`config.mk`:
```
export PLATFORM = sky130hd
export DESIGN_NAME = image_extrema_statistics
export DESIGN_NICKNAME = d
export VERILOG_FILES = /design/src/design/ies_pkg.sv /design/src/design/image_extrema_statistics.sv /design/src/design/ies_stats.sv
export SDC_FILE = /design/constraint.sdc
export NUM_CORES = 1
export LEC_CHECK = 0
export BUFFER_PORTS_ARGS = -buffer_cell sky130_fd_sc_hd__buf_2
export CAP_MARGIN = 25
export CORE_AREA = 2 2 249 251
export DETAILED_ROUTE_END_ITERATION = 10
export DIE_AREA = 0 0 251 253
export MAX_ROUTING_LAYER = met4
export SYNTH_ARGS = -nofsm -noshare
export SYNTH_HDL_FRONTEND = slang
export SYNTH_SLANG_ARGS = --single-unit
```
`constraint.sdc`:
```
create_clock -name clk_i -period 7.54 [get_ports clk_i]
set_clock_uncertainty 0.1 [all_clocks]
set_input_delay 1.131 -clock clk_i [delete_from_list [all_inputs] [get_ports clk_i]]
set_output_delay 1.131 -clock clk_i [all_outputs]
set_load 0.01 [all_outputs]
```
`src/design/ies_pkg.sv`:
```
// Shared types and constants for the image extrema statistics block.
// No dependencies.
package ies_pkg;

  localparam int unsigned MaxWidth  = 4096;
  localparam int unsigned MaxHeight = 4096;

  localparam int unsigned ChanW  = 8;
  localparam int unsigned CoordW = 12;
  localparam int unsigned CfgW   = 13;
  localparam int unsigned SumW   = 10;

  localparam logic [CfgW-1:0]   WidthReset = 13'd640;
  localparam logic [CfgW-1:0]   WidthCap   = CfgW'(MaxWidth);
  localparam logic [CoordW-1:0] RowLast    = CoordW'(MaxHeight - 1);
  localparam logic [ChanW-1:0]  ChanFull   = 8'd255;

  typedef enum logic [1:0] {
    KindHighSum = 2'd0,
    KindLowSum  = 2'd1,
    KindChanMax = 2'd2,
    KindChanMin = 2'd3
  } ies_kind_e;

  typedef logic [2:0][ChanW-1:0] ies_color_t;

  typedef struct packed {
    logic [CoordW-1:0] x;
    logic [CoordW-1:0] y;
  } ies_place_t;

  typedef struct packed {
    ies_place_t high_place;
    ies_color_t high_color;
    ies_place_t low_place;
    ies_color_t low_color;
    ies_color_t chan_max;
    ies_color_t chan_min;
  } ies_report_t;

endpackage

```
`src/design/image_extrema_statistics.sv`:
```
// Image extrema statistics: top level with width register and report buffer.
// Throughput one pixel per cycle; the four report records follow the last pixel from the
// next cycle on, one per cycle while the consumer is ready. A last pixel waits while the
// previous report is still draining; other pixels keep flowing meanwhile.
// Reset clears all frame state and sets image width to 640.
// Depends on ies_pkg and ies_stats.
module image_extrema_statistics import ies_pkg::*; (
  input  logic              clk_i,
  input  logic              rst_ni,
  input  logic              cfg_we_i,
  input  logic [CfgW-1:0]   cfg_wdata_i,
  input  logic              in_valid_i,
  output logic              in_ready_o,
  input  logic [ChanW-1:0]  red_i,
  input  logic [ChanW-1:0]  green_i,
  input  logic [ChanW-1:0]  blue_i,
  input  logic              last_pixel_i,
  output logic              out_valid_o,
  input  logic              out_ready_i,
  output logic [1:0]        record_kind_o,
  output logic [CoordW-1:0] pos_x_o,
  output logic [CoordW-1:0] pos_y_o,
  output logic [ChanW-1:0]  out_red_o,
  output logic [ChanW-1:0]  out_green_o,
  output logic [ChanW-1:0]  out_blue_o,
  output logic              last_record_o
);

  logic [CfgW-1:0] image_width_q;
  logic            full_q, full_d;
  logic [1:0]      idx_q, idx_d;
  ies_report_t     snap_q;
  ies_report_t     report;
  ies_color_t      pixel;
  ies_place_t      sel_place;
  ies_color_t      sel_color;
  logic            in_xfer, out_xfer, load;

  assign pixel      = {blue_i, green_i, red_i};
  assign in_ready_o = !(full_q && last_pixel_i);
  assign in_xfer    = in_valid_i && in_ready_o;
  assign load       = in_xfer && last_pixel_i;
  assign out_xfer   = out_valid_o && out_ready_i;

  ies_stats u_stats (
    .clk_i         (clk_i),
    .rst_ni        (rst_ni),
    .take_i        (in_xfer),
    .pixel_i       (pixel),
    .last_i        (last_pixel_i),
    .image_width_i (image_width_q),
    .report_o      (report)
  );

  always_comb begin
    full_d = full_q;
    idx_d  = idx_q;
    if (out_xfer) begin
      idx_d = idx_q + 2'd1;
      if (ies_kind_e'(idx_q) == KindChanMin) begin
        full_d = 1'b0;
      end
    end
    if (load) begin
      full_d = 1'b1;
      idx_d  = '0;
    end
  end

  always_ff @(posedge clk_i or negedge rst_ni) begin
    if (!rst_ni) begin
      image_width_q <= WidthReset;
      full_q        <= 1'b0;
      idx_q         <= '0;
    end else begin
      if (cfg_we_i) begin
        image_width_q <= cfg_wdata_i;
      end
      full_q <= full_d;
      idx_q  <= idx_d;
    end
  end

  always_ff @(posedge clk_i) begin
    if (load) begin
      snap_q <= report;
    end
  end

  always_comb begin
    sel_place = '0;
    sel_color = '0;
    unique case (ies_kind_e'(idx_q))
      KindHighSum: begin
        sel_place = snap_q.high_place;
        sel_color = snap_q.high_color;
      end
      KindLowSum: begin
        sel_place = snap_q.low_place;
        sel_color = snap_q.low_color;
      end
      KindChanMax: sel_color = snap_q.chan_max;
      KindChanMin: sel_color = snap_q.chan_min;
      default: ;
    endcase
  end

  assign out_valid_o   = full_q;
  assign record_kind_o = idx_q;
  assign pos_x_o       = sel_place.x;
  assign pos_y_o       = sel_place.y;
  assign out_red_o     = sel_color[0];
  assign out_green_o   = sel_color[1];
  assign out_blue_o    = sel_color[2];
  assign last_record_o = (ies_kind_e'(idx_q) == KindChanMin);

  a_report_follows: assert property (@(posedge clk_i) disable iff (!rst_ni)
    load |=> (out_valid_o && ies_kind_e'(record_kind_o) == KindHighSum))
    else $error("report did not start after last pixel");

  a_report_ends: assert property (@(posedge clk_i) disable iff (!rst_ni)
    (out_xfer && last_record_o) |=> !out_valid_o)
    else $error("output still valid after final record");

  a_no_overwrite: assert property (@(posedge clk_i) disable iff (!rst_ni)
    (out_valid_o && in_valid_i && last_pixel_i) |-> !in_ready_o)
    else $error("last pixel accepted over a pending report");

  a_first_kind: assert property (@(posedge clk_i) disable iff (!rst_ni)
    $rose(out_valid_o) |-> ies_kind_e'(record_kind_o) == KindHighSum)
    else $error("report did not start with the max-sum record");

endmodule

```
`src/design/ies_stats.sv`:
```
// Frame accumulator: column/row counting, sum extrema and channel extrema.
// Depends on ies_pkg.
module ies_stats import ies_pkg::*; (
  input  logic                  clk_i,
  input  logic                  rst_ni,
  input  logic                  take_i,
  input  ies_color_t            pixel_i,
  input  logic                  last_i,
  input  logic [CfgW-1:0]       image_width_i,
  output ies_report_t           report_o
);

  logic              empty_q, empty_d;
  logic [CoordW-1:0] col_q, col_d;
  logic [CoordW-1:0] row_q, row_d;
  logic [SumW-1:0]   high_sum_q, high_sum_d;
  logic [SumW-1:0]   low_sum_q, low_sum_d;
  ies_place_t        high_place_q, high_place_d;
  ies_place_t        low_place_q, low_place_d;
  ies_color_t        high_color_q, high_color_d;
  ies_color_t        low_color_q, low_color_d;
  ies_color_t        max_q, max_d;
  ies_color_t        min_q, min_d;

  logic [SumW-1:0]   sum;
  logic [CfgW-1:0]   width_eff;
  logic [CfgW-1:0]   col_inc;
  ies_place_t        place;
  ies_report_t       upd;

  always_comb begin
    sum = SumW'(pixel_i[0]) + SumW'(pixel_i[1]) + SumW'(pixel_i[2]);
    place.x = col_q;
    place.y = row_q;

    width_eff = image_width_i;
    if (image_width_i == '0) begin
      width_eff = CfgW'(1);
    end else if (image_width_i > WidthCap) begin
      width_eff = WidthCap;
    end
    col_inc = CfgW'(col_q) + CfgW'(1);

    upd.high_place = high_place_q;
    upd.high_color = high_color_q;
    high_sum_d     = high_sum_q;
    if (empty_q || sum > high_sum_q) begin
      upd.high_place = place;
      upd.high_color = pixel_i;
      high_sum_d     = sum;
    end
    upd.low_place = low_place_q;
    upd.low_color = low_color_q;
    low_sum_d     = low_sum_q;
    if (empty_q || sum < low_sum_q) begin
      upd.low_place = place;
      upd.low_color = pixel_i;
      low_sum_d     = sum;
    end
    for (int c = 0; c < 3; c++) begin
      upd.chan_max[c] = (pixel_i[c] > max_q[c]) ? pixel_i[c] : max_q[c];
      upd.chan_min[c] = (pixel_i[c] < min_q[c]) ? pixel_i[c] : min_q[c];
    end

    row_d = row_q;
    if (col_inc >= width_eff) begin
      col_d = '0;
      row_d = (row_q == RowLast) ? '0 : row_q + CoordW'(1);
    end else begin
      col_d = col_inc[CoordW-1:0];
    end
    empty_d      = 1'b0;
    high_place_d = upd.high_place;
    high_color_d = upd.high_color;
    low_place_d  = upd.low_place;
    low_color_d  = upd.low_color;
    max_d        = upd.chan_max;
    min_d        = upd.chan_min;

    // Drop the frame once its last pixel is taken
    if (last_i) begin
      empty_d      = 1'b1;
      col_d        = '0;
      row_d        = '0;
      high_sum_d   = '0;
      low_sum_d    = '0;
      high_place_d = '0;
      high_color_d = '0;
      low_place_d  = '0;
      low_color_d  = '0;
      max_d        = '0;
      min_d        = {3{ChanFull}};
    end
  end

  assign report_o = upd;

  always_ff @(posedge clk_i or negedge rst_ni) begin
    if (!rst_ni) begin
      empty_q      <= 1'b1;
      col_q        <= '0;
      row_q        <= '0;
      high_sum_q   <= '0;
      low_sum_q    <= '0;
      high_place_q <= '0;
      high_color_q <= '0;
      low_place_q  <= '0;
      low_color_q  <= '0;
      max_q        <= '0;
      min_q        <= {3{ChanFull}};
    end else if (take_i) begin
      empty_q      <= empty_d;
      col_q        <= col_d;
      row_q        <= row_d;
      high_sum_q   <= high_sum_d;
      low_sum_q    <= low_sum_d;
      high_place_q <= high_place_d;
      high_color_q <= high_color_d;
      low_place_q  <= low_place_d;
      low_color_q  <= low_color_d;
      max_q        <= max_d;
      min_q        <= min_d;
    end
  end

endmodule

```
# [After elaboration in Yosys (flattened, before gate mapping)]
# Cells that the tools add are included.
[classes] n_eq_ne=4 n_mux=33 order_cmp=10 reduce_logical=18 add_sub_neg=5
[op_table] operator="$mux 24" n=6
[op_table] operator="$mux 48" n=2
[op_table] operator="$pmux 24 s4" n=1
[op_table] operator="$mux 12" n=5
[op_table] operator="$mux 8" n=6
[op_table] operator="$pmux 24 s2" n=1
[op_table] operator="$mux 10" n=4
[op_table] operator="$mux 13" n=2
[op_table] operator="$gt 8x8->1" n=3
[op_table] operator="$lt 8x8->1" n=3
[op_table] operator="$add 12x1->13 const B" n=1
[op_table] operator="$ge 13x13->1" n=1
[op_table] operator="$gt 13x13->1 const B" n=1
[op_table] operator="$logic_not 13->1" n=1
[op_table] operator="$add 12x1->12 const B" n=1
[op_table] operator="$eq 12x12->1 const B" n=1
[op_table] operator="$add 10x8->10" n=1
[op_table] operator="$gt 10x10->1" n=1
[op_table] operator="$lt 10x10->1" n=1
[op_table] operator="$reduce_bool 2->1" n=5
[op_table] operator="$add 8x8->9" n=1
[op_table] operator="$reduce_and 2->1" n=4
[op_table] operator="$eq 2x2->1 const B" n=2
[op_table] operator="$logic_and 1x1->1" n=4
[op_table] operator="7 further kinds" n=12
[totals] wordCells=110 out_inout_bits=53 register_bits=349

# [Longest topological paths before layout]
# Gate-level depths: netlist of the first run.
[depth] ltp_word=6 mapped_depth=23

# [Cells and area by module]
# From an unflattened synthesis of the first run, not the netlist that was laid out.
[hier_totals] cells_unflattened=1450 hier_area_um2=17504.3
[modules_own_cells] module="ies_stats" area_each_um2=11606.1 cells_each=1147 seq_area_each_um2=4760.8 instances=1
[modules_own_cells] module="image_extrema_statistics" area_each_um2=5898.2 cells_each=303 seq_area_each_um2=4727.0 instances=1

# [Worst setup path after synthesis of the first run]
# Ideal clock, no wire load.
[synth_timing] path_type="input to register" from="input port last_pixel_i" to="register snap_q[0] (netlist bit), enable pin" path_buffers=3 path_stages=5 slack_ps=2104 setup_ps=500 arrival_time_ps=4836 t_required_ps=6940 path_cell_list="buf_2 > buf_1 > clkbuf_1 > nand2_1 > inv_1"
[synth_between] elab_chain_len=4
[synth_lines] item="from (decl)" line="image_extrema_statistics.sv:17" text="input logic last_pixel_i,"
[synth_lines] item="$logic_and 1x1->1" line="image_extrema_statistics.sv:40" text="assign in_ready_o = !(full_q && last_pixel_i);"
[synth_lines] item="$logic_not 1->1" line="image_extrema_statistics.sv:40"
[synth_lines] item="$logic_and 1x1->1" line="image_extrema_statistics.sv:41" text="assign in_xfer = in_valid_i && in_ready_o;"
[synth_lines] item="$logic_and 1x1->1 *" line="image_extrema_statistics.sv:42" text="assign load = in_xfer && last_pixel_i;"
[synth_lines] item="to (signal assigned)" line="image_extrema_statistics.sv:86" text="snap_q <= report;"
[synth_lines] item="to (decl)" line="image_extrema_statistics.sv:32" text="ies_report_t snap_q;"
# Mark *: on every way between the ends. The rest lies on a longest branch, timed or not.
# A chain may end at the register's enable or synchronous reset.

==> metrics.md, run 1 <==
| Metric | Value |
|---|---|
| Tot Pwr | `7.77 mW` |
| Seq cells post-synth | `349` |
| CP Launch Type | `primary input` |
| Final hold viol count | `0` |
| H-tree levels | `2` |
| Most frequent cells in the layout | `dfrtp_1 (178), edfxtp_1 (144), a22o_1 (113), inv_1 (110), ha_1 (97)` |
| Largest area contributor in the netlist | `dfrtp_1` |
| Setup Fix Bufs, Post-CTS | `0` |
| Die width | `251 µm` |
| Largest net degree at the start of global routing | `75` |
| CP endpoint kind | `flop` |
| Wire per inst | `20.5 µm` |
| PortBufs | `95` |
| MaxCap Viol Count | `0` |
| TritonCTS buffer count | `41` |
| Syn Area/Cell | `11.8 µm²` |
| WL final | `49500 µm` |
| Post-route DRC | `0` |
| Register area share after synthesis | `0.525` |
| Pwr dens | `376 nW/µm²` |
| Initial DRT Pass Iterations | `6` |
| Iteration-0 DRC Markers | `865` |
| Clock tree root driver cell | `clkbuf_16` |
| Num rows | `91` |
| Antenna-violating nets left | `0` |
| Count of final setup violators | `0` |
| Fmax | `172 MHz` |
| Most used flip-flop cell after synthesis | `dfrtp_1` |
| Number of antenna violations at the first check in global routing | `4` |
| Setup TNS | `0 ns` |
| Max VDD drop | `0.291 mV` |
| Hold-fix buffers, CTS | `0` |
| Via/cell ratio | `5.31` |
| GRT Total Usage | `0.160` |
| Initial Utilization | `0.296` |
| Post-synth EDFFs | `144` |
| Clock slew at reported path FFs | `0.06 ns` |
| WHS | `0.387 ns` |
| Nets | `1735` |
| RSZ-0062 raised after global routing | `no` |
| Crit path from | `green_i[0]` |
| Yosys warns | `0` |
| Area contributors post-synth | `dfrtp_1 (25%), edfxtp_1 (24%), ha_1 (6.9%)` |
| Highest Signal Layer | `met4` |
| Clk_lat worst skew | `0.56 ns` |
| Reg-to-reg slack, setup | `3.72 ns` |
| Gpl congestion | `0.817` |
| Mapped cell area | `18100 µm²` |
| Data required time of the worst path | `7.74 ns` |
| Cell variety after synth | `65` |
| Deepest clock path buffer count | `3` |
| Number of global-route vias before repair | `13100` |
| CP max-delay cell | `buf_4` |
| First-pass GRT wire length | `77800 µm` |
| Max transition margin | `0.284` |
| Met3 wire len | `2460 µm` |
| CP peak stage delay | `0.66 ns` |
| CTS tree | `yes` |
| Tmin final | `5.80 ns` |
| Outcome | `complete, no violations` |
| WS Path Type | `in2reg` |
| Top cell type's share of synthesized area | `0.246` |
| Hold WC Path Type | `reg2reg` |
| Arrival @ worst endpoint | `6.00 ns` |
| Post_cts resized | `0` |
| Die area | `63500 µm²` |
| Leakage power total | `8.98 nW` |
| Crit share post-route | `0.769` |
| Worst-margin pin slew | `1.07 ns` |
| HPWL after DPL | `30600 µm` |
| Final Max Slew Viols | `0` |
| Via count | `12800` |
| Fraction of layout cells with a size suffix above 1 | `0.194` |
| Critical path peak fanout | `48` |
| RR Startpoint | `u_stats.col_q[0]$_DFFE_PN0P_` |
| M1 wire length | `21400 µm` |
| I/O Pins | `96` |
| Die height | `253 µm` |
| Hold Crit Start | `u_stats.low_sum_q[3]$_DFFE_PN0P_` |
| # clock sinks | `349` |
| Fraction of registers with async set or reset after synthesis | `0.587` |
| Global route overflow | `0` |
| Syn nets | `1679` |
| Layout area overhead | `14.4%` |
| Met2 wire len | `24300 µm` |
| Most used cell, CP | `ha_1` |
| Most common cell after layout, fill and taps aside | `dfrtp_1` |
| Critical path, cell by cell | `buf_2, ha_1, inv_1, fa_1, nor2b_1, o21a_1, nor2_1, xnor2_1, ha_1, a21oi_1, o21ai_0, or3_1, a21oi_1, nor2_1, ha_1, nand4_1, a211oi_1, a2111oi_4, o21bai_4, buf_4, mux2_2` |
| Total core area | `61000 µm²` |
| Syn Inst Count | `1535` |
[registers in the layout, indices dropped and copies added, names as in the netlist, 10 cells and up]
name and flops:
snap_q 144, u_stats.high_color_q 24, u_stats.high_place_q 24, u_stats.low_color_q 24, u_stats.low_place_q 24, u_stats.max_q 24, u_stats.min_q 24, image_width_q 13
u_stats.col_q 12, u_stats.row_q 12, u_stats.high_sum_q 10, u_stats.low_sum_q 10
[synthesized netlist by cell type, drive strengths merged, types with 4 or more instances]
| cell | n |
|---|---|
| dfstp | 27 |
| and2 | 9 |
| nand3 | 14 |
| edfxtp | 144 |
| a221o | 24 |
| a21o | 18 |
| nand4 | 14 |
| nor2 | 83 |
| dfrtp | 178 |
| buf | 43 |
| clkbuf | 67 |
| nor3 | 30 |
| nor4 | 5 |
| and3 | 32 |
| a31oi | 6 |
| a21oi | 25 |
| or2 | 5 |
| a222oi | 24 |
| a32o | 24 |
| nor2b | 31 |
| mux2 | 123 |
| a22o | 113 |
| or3 | 4 |
| a311oi | 24 |
| o21ai | 63 |
| a211oi | 8 |
| xnor2 | 17 |
| inv | 111 |
| mux2i | 27 |
| a31o | 10 |
| nand2 | 72 |
| ha | 99 |
| nand2b | 12 |
| xor2 | 6 |
| o21a | 6 |
| a221oi | 4 |
| o31ai | 9 |
[cell families (layout without fill, tap and decap cells)]
logic type,after synthesis,count (layout),share of synthesized area
buffers and inverters,221,309,0.0494
adder cells (fa/ha/maj),101,101,0.0707
XOR/XNOR,23,23,0.0111
multiplexers,150,150,0.0915
AND/OR/NAND/NOR,314,314,0.0847
AO/OA/AOI/OAI,377,377,0.168
other,0,2,0
flip-flops,349,349,0.525
[metal layers]
metal  GRT usage  vias up
li1            -     5885
met4      0.0546        0
met3      0.0217       78
met2       0.262      351
met1       0.205     6510
met5           -        -
[worst max-delay path, delay by kind of cell]
kind            cells  cell delay, ns
compound gates      7            1.32
fa+ha+maj           4            1.22
buf+inv             3            0.91
simple gates        5            0.80
mux                 1            0.41
xor+xnor            1            0.17
[path summary, 6_finish.rpt]
kind                                                       end  cells past startpoint
max reg2reg                       u_stats.row_q[7]$_DFFE_PN0P_                     12
max in group asynchronous  u_stats.low_color_q[13]$_DFFE_PN0P_                      2
min in group asynchronous         u_stats.max_q[5]$_DFFE_PN0P_                      1
max                                      snap_q[132]$_DFFE_PP_                     21
min reg2reg                   u_stats.low_sum_q[3]$_DFFE_PN0P_                      2
min                           u_stats.low_sum_q[3]$_DFFE_PN0P_                      2
[per-stage QoR]
| step | setup slack (ns) | cell area (µm²) | util | cells |
|---|---|---|---|---|
| floorplan | 2.10 | 18100 | - | 1535 |
| global placement | 1.38 | 19300 | 0.317 | 2334 |
| detailed placement | 1.24 | 19400 | 0.317 | 2336 |
| CTS | 1.81 | 20600 | 0.338 | 2411 |
| global route | 1.33 | 20700 | 0.339 | 2415 |
| finish | 1.74 | 20700 | 0.339 | 2415 |
[cell type report]
type | instances | area [µm²]
well taps | 790 | 988
flip-flops and latches | 349 | 9490
fillers | 6008 | 40300
diodes | 2 | 5.00
clock buffers | 56 | 1100
multi-input cells | 965 | 7750
repair buffers | 123 | 744
clock inverters | 19 | 183
inverters | 111 | 422
[report_power, final]
part | internal, mW | switching (mW) | leakage [nW]
Combinational | 1.23 | 1.80 | 4.35
Clock | 1.13 | 0.804 | 0.618
Sequential | 2.54 | 0.267 | 4.01
Total | 4.91 | 2.87 | 8.98
Note: power is estimated with default switching activity, not from simulation.
==> run 2: changes to the inputs <==
==> constraint.sdc (replaced) <==
create_clock -name clk_i -period 5.5 [get_ports clk_i]
set_clock_uncertainty 0.1 [all_clocks]
set_input_delay 0.825 -clock clk_i [delete_from_list [all_inputs] [get_ports clk_i]]
set_output_delay 0.825 -clock clk_i [all_outputs]
set_load 0.01 [all_outputs]
==> metrics.md, run 2 (synthesis gave the netlist of run 1 again) <==
| Metric | Value |
|---|---|
| Outcome | `complete, no violations` |
| Hold Crit Start | `u_stats.low_place_q[8]$_DFFE_PN0P_` |
| Global route overflow | `0 (unchanged)` |
| Iteration-0 DRC Markers | `949 (+9.7%)` |
| Final Max Slew Viols | `0 (unchanged)` |
| Wire per inst | `20.0 µm (-2.5%)` |
| Critical path peak fanout | `24 (-50%)` |
| # clock sinks | `349 (unchanged)` |
| PortBufs | `95 (unchanged)` |
| Num rows | `91 (unchanged)` |
| Hold WC Path Type | `reg2reg` |
| I/O Pins | `96 (unchanged)` |
| Post_cts resized | `0 (unchanged)` |
| Tmin final | `5.03 ns` |
| Fillers | `5962 (-0.77%)` |
| Max transition margin | `0.269 (-0.0143)` |
| Reg-to-reg endpoint | `u_stats.row_q[2]$_DFFE_PN0P_` |
| Max FFs per register | `144 (unchanged)` |
| Worst-margin pin slew | `1.09 ns (+0.0213 ns)` |
| Final hold viol count | `0 (unchanged)` |
| CTS tree | `yes` |
| Clock tree root driver cell | `clkbuf_16` |
| Post-route DRC | `0 (unchanged)` |
| Clock slew at reported path FFs | `0.06 ns (about the same)` |
| Fraction of layout cells with a size suffix above 1 | `0.213 (+0.0191)` |
| Final non-filler cell total | `2448 (+1.4%)` |
| Number of antenna violations at the first check in global routing | `3 (-1)` |
| First-pass GRT wire length | `76800 µm (-1.3%)` |
| Biggest register | `snap_q` |
| Data required time of the worst path | `5.69 ns (-2.05 ns)` |
| Area of the multi-input gates | `7750 µm² (unchanged)` |
| WL final | `49000 µm (-1.1%)` |
| Hold Crit Depth | `1 (-1)` |
| Fmax | `199 MHz` |
| Number of global-route vias before repair | `13100 (-0.55%)` |
| GRT Total Usage | `0.158 (-0.00266)` |
| CP endpoint kind | `flop` |
| Nets | `1768 (+1.9%)` |
| Via/cell ratio | `5.24 (-1.3%)` |
| Layout area overhead | `16.9%` |
| Pwr dens | `521 nW/µm² (+39%)` |
| Placed Cells incl. Taps | `2368 (+1.4%)` |
| Reg-to-reg slack, setup | `1.66 ns (-2.06 ns)` |
| MaxCap Viol Count | `0 (unchanged)` |
| Clk_lat worst skew | `0.56 ns (about the same)` |
| Setup Fix Bufs, Post-CTS | `0 (unchanged)` |
| TritonCTS buffer count | `40 (-2.4%)` |
| HPWL after DPL | `31500 µm (+3.1%)` |
| Largest net degree at the start of global routing | `111 (+48%)` |
| Max VDD drop | `0.222 mV (-24%)` |
| Initial DRT Pass Iterations | `6 (unchanged)` |
| WS Path Type | `in2reg` |
| H-tree levels | `2 (unchanged)` |
| Antenna-violating nets left | `0 (unchanged)` |
| RR Startpoint | `u_stats.col_q[0]$_DFFE_PN0P_` |
| R2R cell count | `12 (unchanged)` |
| WHS | `0.389 ns (+0.00249 ns)` |
| Initial Utilization | `0.296 (unchanged)` |
| Die height | `253 µm (unchanged)` |
| Hold worst-path end | `u_stats.low_place_q[8]$_DFFE_PN0P_` |
| Deepest clock path buffer count | `3 (unchanged)` |
| Gpl congestion | `0.811 (-0.78%)` |
| CP Launch Type | `primary input` |
| Leakage power total | `9.24 nW (+2.9%)` |
| Register Area | `9490 µm² (unchanged)` |
| Crit share post-route | `0.915` |
| Via count | `12800 (+0.062%)` |
| Most frequent cells in the layout | `dfrtp_1 (178), edfxtp_1 (144), a22o_1 (113), inv_1 (110), ha_1 (97)` |
| Die area | `63500 µm² (unchanged)` |
| Die width | `251 µm (unchanged)` |
| Most common cell after layout, fill and taps aside | `dfrtp_1` |
| RSZ-0062 raised after global routing | `no` |
| Arrival @ worst endpoint | `5.22 ns (-0.78 ns)` |
| Final Core Density | `0.346 (+0.00759)` |
| Total core area | `61000 µm² (unchanged)` |
| Count of final setup violators | `0 (unchanged)` |
==> run 2: cell types whose count changed in the layout (fill, tap and decap cells not counted) <==
cell / previous run / this run
buf_12: 1 / 11
buf_16: 2 / 1
buf_2: 94 / 95
buf_4: 24 / 48
bufinv_16: 3 / 5
clkbuf_1: 13 / 7
clkbuf_16: 41 / 42
clkbuf_2: 1 / 0
clkbuf_8: 3 / 5
clkinv_4: 1 / 2
clkinv_8: 0 / 1
clkinvlp_4: 3 / 1
dlygate4sd3_1: 0 / 1
==> run 2: what timing repair did <==
action,in CTS,in global routing
hold endpoints to repair,0,4
setup endpoints to repair,0,0
hold buffers,0,1
==> run 2: how the worst max path moves through the flow <==
| stage | cells past startpoint | from | slack [ns] | end |
|---|---|---|---|---|
| after floorplan | 5 | last_pixel_i | 0.37 | snap_q[0]$_DFFE_PP_ |
| after global placement | 21 | red_i[0] | 0.02 | u_stats.high_color_q[3]$_DFFE_PN0P_ |
| after detailed placement | 21 | red_i[0] | -0.04 | snap_q[130]$_DFFE_PP_ |
| after CTS | 21 | red_i[0] | 0.53 | snap_q[121]$_DFFE_PP_ |
| after global routing | 20 | green_i[0] | 0.20 | snap_q[140]$_DFFE_PP_ |
| final | 20 | red_i[0] | 0.47 | snap_q[121]$_DFFE_PP_ |
==> run 2: area by class of cell <==
class                   count  area share
flip-flops and latches    349       0.449
multi-input cells         965       0.366
clock buffers              53      0.0536
repair buffers            157      0.0524
well taps                 790      0.0468
inverters                 111      0.0199
clock inverters            21      0.0120
diodes                      2    0.000237
==> run 2: where the power goes <==
group          switching (mW)  internal (mW)
logic                    2.45           1.90
registers               0.374           3.49
clock network            1.11           1.69
==> run 2: routing by layer <==
metal / GRT usage / routed length [µm]
met3: 0.0212 / 2010
met5: - / 0
met4: 0.0430 / 1060
met1: 0.203 / 22000
met2: 0.262 / 23900
==> run 2: critical path, cell delays in order <==
cell and delay (ns):
buf_2 0.10, ha_1 0.23, inv_1 0.08, fa_1 0.40, nor2b_1 0.15, o21a_1 0.15
nor2_1 0.05, xnor2_1 0.13, ha_1 0.35, o211ai_1 0.12, o21ai_0 0.33, buf_4 0.18
xor2_1 0.35, ha_1 0.22, nand4_1 0.13, a211oi_1 0.39, a2111oi_4 0.10, o21bai_4 0.31
buf_12 0.24, mux2_2 0.36
==> run 2: through the flow <==
step	setup TNS, ns	worst slack [ns]	instance area, µm²	power, mW
final	0	0.467	21100	11.0
after global routing	0	0.203	21100	11.7
after CTS	0	0.532	21100	11.1
after detailed placement	-1.22	-0.0359	19700	8.28
after global placement	0	0.0233	19700	8.15
after floorplan	0	0.370	18100	6.69
==> run 3: changes to the inputs <==
--- a/config.mk
+++ b/config.mk
@@ -7,9 +7,9 @@
 export LEC_CHECK = 0
 export BUFFER_PORTS_ARGS = -buffer_cell sky130_fd_sc_hd__buf_2
 export CAP_MARGIN = 25
-export CORE_AREA = 2 2 249 251
+export CORE_AREA = 2 2 189 330
 export DETAILED_ROUTE_END_ITERATION = 10
-export DIE_AREA = 0 0 251 253
+export DIE_AREA = 0 0 191 332
 export MAX_ROUTING_LAYER = met4
 export SYNTH_ARGS = -nofsm -noshare
 export SYNTH_HDL_FRONTEND = slang
==> metrics.md, run 3 (synthesis gave the netlist of run 1 again) <==
| Metric | Value |
|---|---|
| Outcome | `complete, no violations` |
| Via count | `12800 (-0.26%)` |
| Tmin final | `5.00 ns (-0.0347 ns)` |
| Placed Cells incl. Taps | `2378 (+0.42%)` |
| Max transition margin | `0.259 (-0.0107)` |
| Reg-to-reg slack, setup | `1.65 ns (about the same)` |
| Biggest register | `snap_q` |
| Data required time of the worst path | `5.70 ns (about the same)` |
| Final hold viol count | `0 (unchanged)` |
| Post_cts resized | `0 (unchanged)` |
| Clock slew at reported path FFs | `0.07 ns (about the same)` |
| First-pass GRT wire length | `78500 µm (+2.2%)` |
| Largest net degree at the start of global routing | `104 (-6.3%)` |
| Wire per inst | `20.6 µm (+2.7%)` |
| Iteration-0 DRC Markers | `870 (-8.3%)` |
| Nets | `1766 (-0.11%)` |
| Post-route DRC | `0 (unchanged)` |
| Fraction of layout cells with a size suffix above 1 | `0.214 (+0.000905)` |
| Number of antenna violations at the first check in global routing | `2 (-1)` |
| Die height | `332 µm (+31%)` |
| Num rows | `120 (+32%)` |
| CP Launch Type | `primary input` |
| Hold WC Path Type | `in2async` |
| I/O Pins | `96 (unchanged)` |
| CTS tree | `yes` |
| Setup TNS | `0 ns (unchanged)` |
| Most common cell after layout, fill and taps aside | `dfrtp_1` |
| # clock sinks | `349 (unchanged)` |
| Die width | `191 µm (-24%)` |
| H-tree levels | `2 (unchanged)` |
| WS Path Type | `in2reg` |
| Initial DRT Pass Iterations | `7 (+1)` |
| Final WS setup | `0.501 ns (+0.0347 ns)` |
| Total core area | `60800 µm² (-0.36%)` |
| Place WS | `0.0106 ns (+0.0465 ns)` |
| Number of global-route vias before repair | `13500 (+3.2%)` |
| CP endpoint kind | `flop` |
| Arrival @ worst endpoint | `5.20 ns (-0.02 ns)` |
| TritonCTS buffer count | `35 (-13%)` |
| Crit share post-route | `0.909 (-0.00631)` |
| Gpl congestion | `0.860 (+6.1%)` |
| Antenna-violating nets left | `0 (unchanged)` |
| Reg-to-reg endpoint | `u_stats.row_q[11]$_DFFE_PN0P_` |
| Pwr dens | `510 nW/µm² (-2.1%)` |
| Fmax | `200 MHz (+0.69%)` |
| Initial Utilization | `0.297 (+0.00107)` |
| MaxCap Viol Count | `0 (unchanged)` |
| Setup Fix Bufs, Post-CTS | `0 (unchanged)` |
| Global route overflow | `0 (unchanged)` |
| HPWL after DPL | `33900 µm (+7.4%)` |
| Most frequent cells in the layout | `dfrtp_1 (178), edfxtp_1 (144), a22o_1 (113), inv_1 (110), ha_1 (97)` |
| WHS | `0.305 ns (-0.0841 ns)` |
| Via/cell ratio | `5.24 (about the same)` |
| Hold-fix buffers, CTS | `0 (unchanged)` |
| Critical path peak fanout | `16 (-33%)` |
| Clock tree root driver cell | `clkbuf_16` |
| Die area | `63400 µm² (-0.14%)` |
| Layout area overhead | `15.8%` |
| GRT Total Usage | `0.164 (+0.00623)` |
| Max FFs per register | `144 (unchanged)` |
| Final Max Slew Viols | `0 (unchanged)` |
| RR Startpoint | `u_stats.col_q[0]$_DFFE_PN0P_` |
| Leakage power total | `9.14 nW (-1.0%)` |
| Clk_lat worst skew | `0.55 ns (about the same)` |
| Busiest grt layer | `met2` |
| R2R cell count | `12 (unchanged)` |
| Deepest clock path buffer count | `3 (unchanged)` |
| Max VDD drop | `0.299 mV (+35%)` |
| RSZ-0062 raised after global routing | `no` |
| GRT met3 Usage | `0.0174 (-0.00374)` |
| Worst-margin pin slew | `1.10 ns (+0.0159 ns)` |
| Tot Pwr | `10.7 mW (-3.0%)` |
| PortBufs | `95 (unchanged)` |
| Met2 Resource Use GR | `0.283 (+0.0213)` |
| Count of final setup violators | `0 (unchanged)` |
| WL final | `50200 µm (+2.5%)` |
| Met1 usage | `0.185 (-0.0177)` |
| Final non-filler cell total | `2443 (-0.20%)` |
## run 3: changes by cell type in the layout (fill, tap and decap cells not counted), moves of 2 or more
cell and change:
bufinv_16 -3, clkinv_1 -5, clkinv_2 +2, buf_4 +4
clkbuf_16 -7
## run 3: where the power goes
part	internal (mW)	switching, mW
clock network	1.35	1.10
registers	3.48	0.369
logic	1.90	2.49
total	6.73	3.95
## run 3: how the worst max path moves through the flow
stage	startpoint	to	slack, ns	cells after the start
after CTS	green_i[0]	snap_q[124]$_DFFE_PP_	0.59	21
after global routing	green_i[0]	snap_q[140]$_DFFE_PP_	0.22	21
after floorplan	last_pixel_i	snap_q[0]$_DFFE_PP_	0.37	5
after global placement	red_i[0]	snap_q[102]$_DFFE_PP_	0.09	21
final	green_i[0]	snap_q[51]$_DFFE_PP_	0.50	21
after detailed placement	green_i[0]	snap_q[120]$_DFFE_PP_	0.01	21
## run 3: per-stage QoR
stage / area [µm²] / util
3_5_place_dp: 19800 / 0.325
4_1_cts: 20900 / 0.344
3_3_place_gp: 19800 / 0.325
6_report: 20900 / 0.344
2_1_floorplan: 18100 / -
5_1_grt: 20900 / 0.344
## run 3: worst max-delay path, stage by stage
cell and delay, ns:
buf_2 0.10, ha_1 0.24, inv_1 0.09, fa_1 0.41, nor2b_1 0.12, o21a_1 0.14
nor2_1 0.05, xnor2_1 0.12, ha_1 0.31, a21oi_1 0.19, o21ai_0 0.19, or3_1 0.38
a21oi_1 0.16, nor2_1 0.10, ha_1 0.31, nand4_1 0.12, or2_2 0.34, buf_4 0.15
a21oi_4 0.21, buf_4 0.27, mux2_2 0.36
## run 3: layout make-up
type	count	area, µm²
fill	5966	39900
clock buffer	45	953
sequential	349	9490
antenna	1	2.50
tap	793	992
clock inverter	19	211
inverter	111	422
timing repair buffer	160	1120
multi-input combinational	965	7750
## run 3: per-layer routing
metal | share of wire | wire length [µm] | vias up
met5 | 0 | 0 | -
met4 | 0.052 | 2620 | 0
met3 | 0.035 | 1760 | 103
met2 | 0.52 | 26000 | 315
met1 | 0.39 | 19800 | 6457
li1 | - | - | 5923
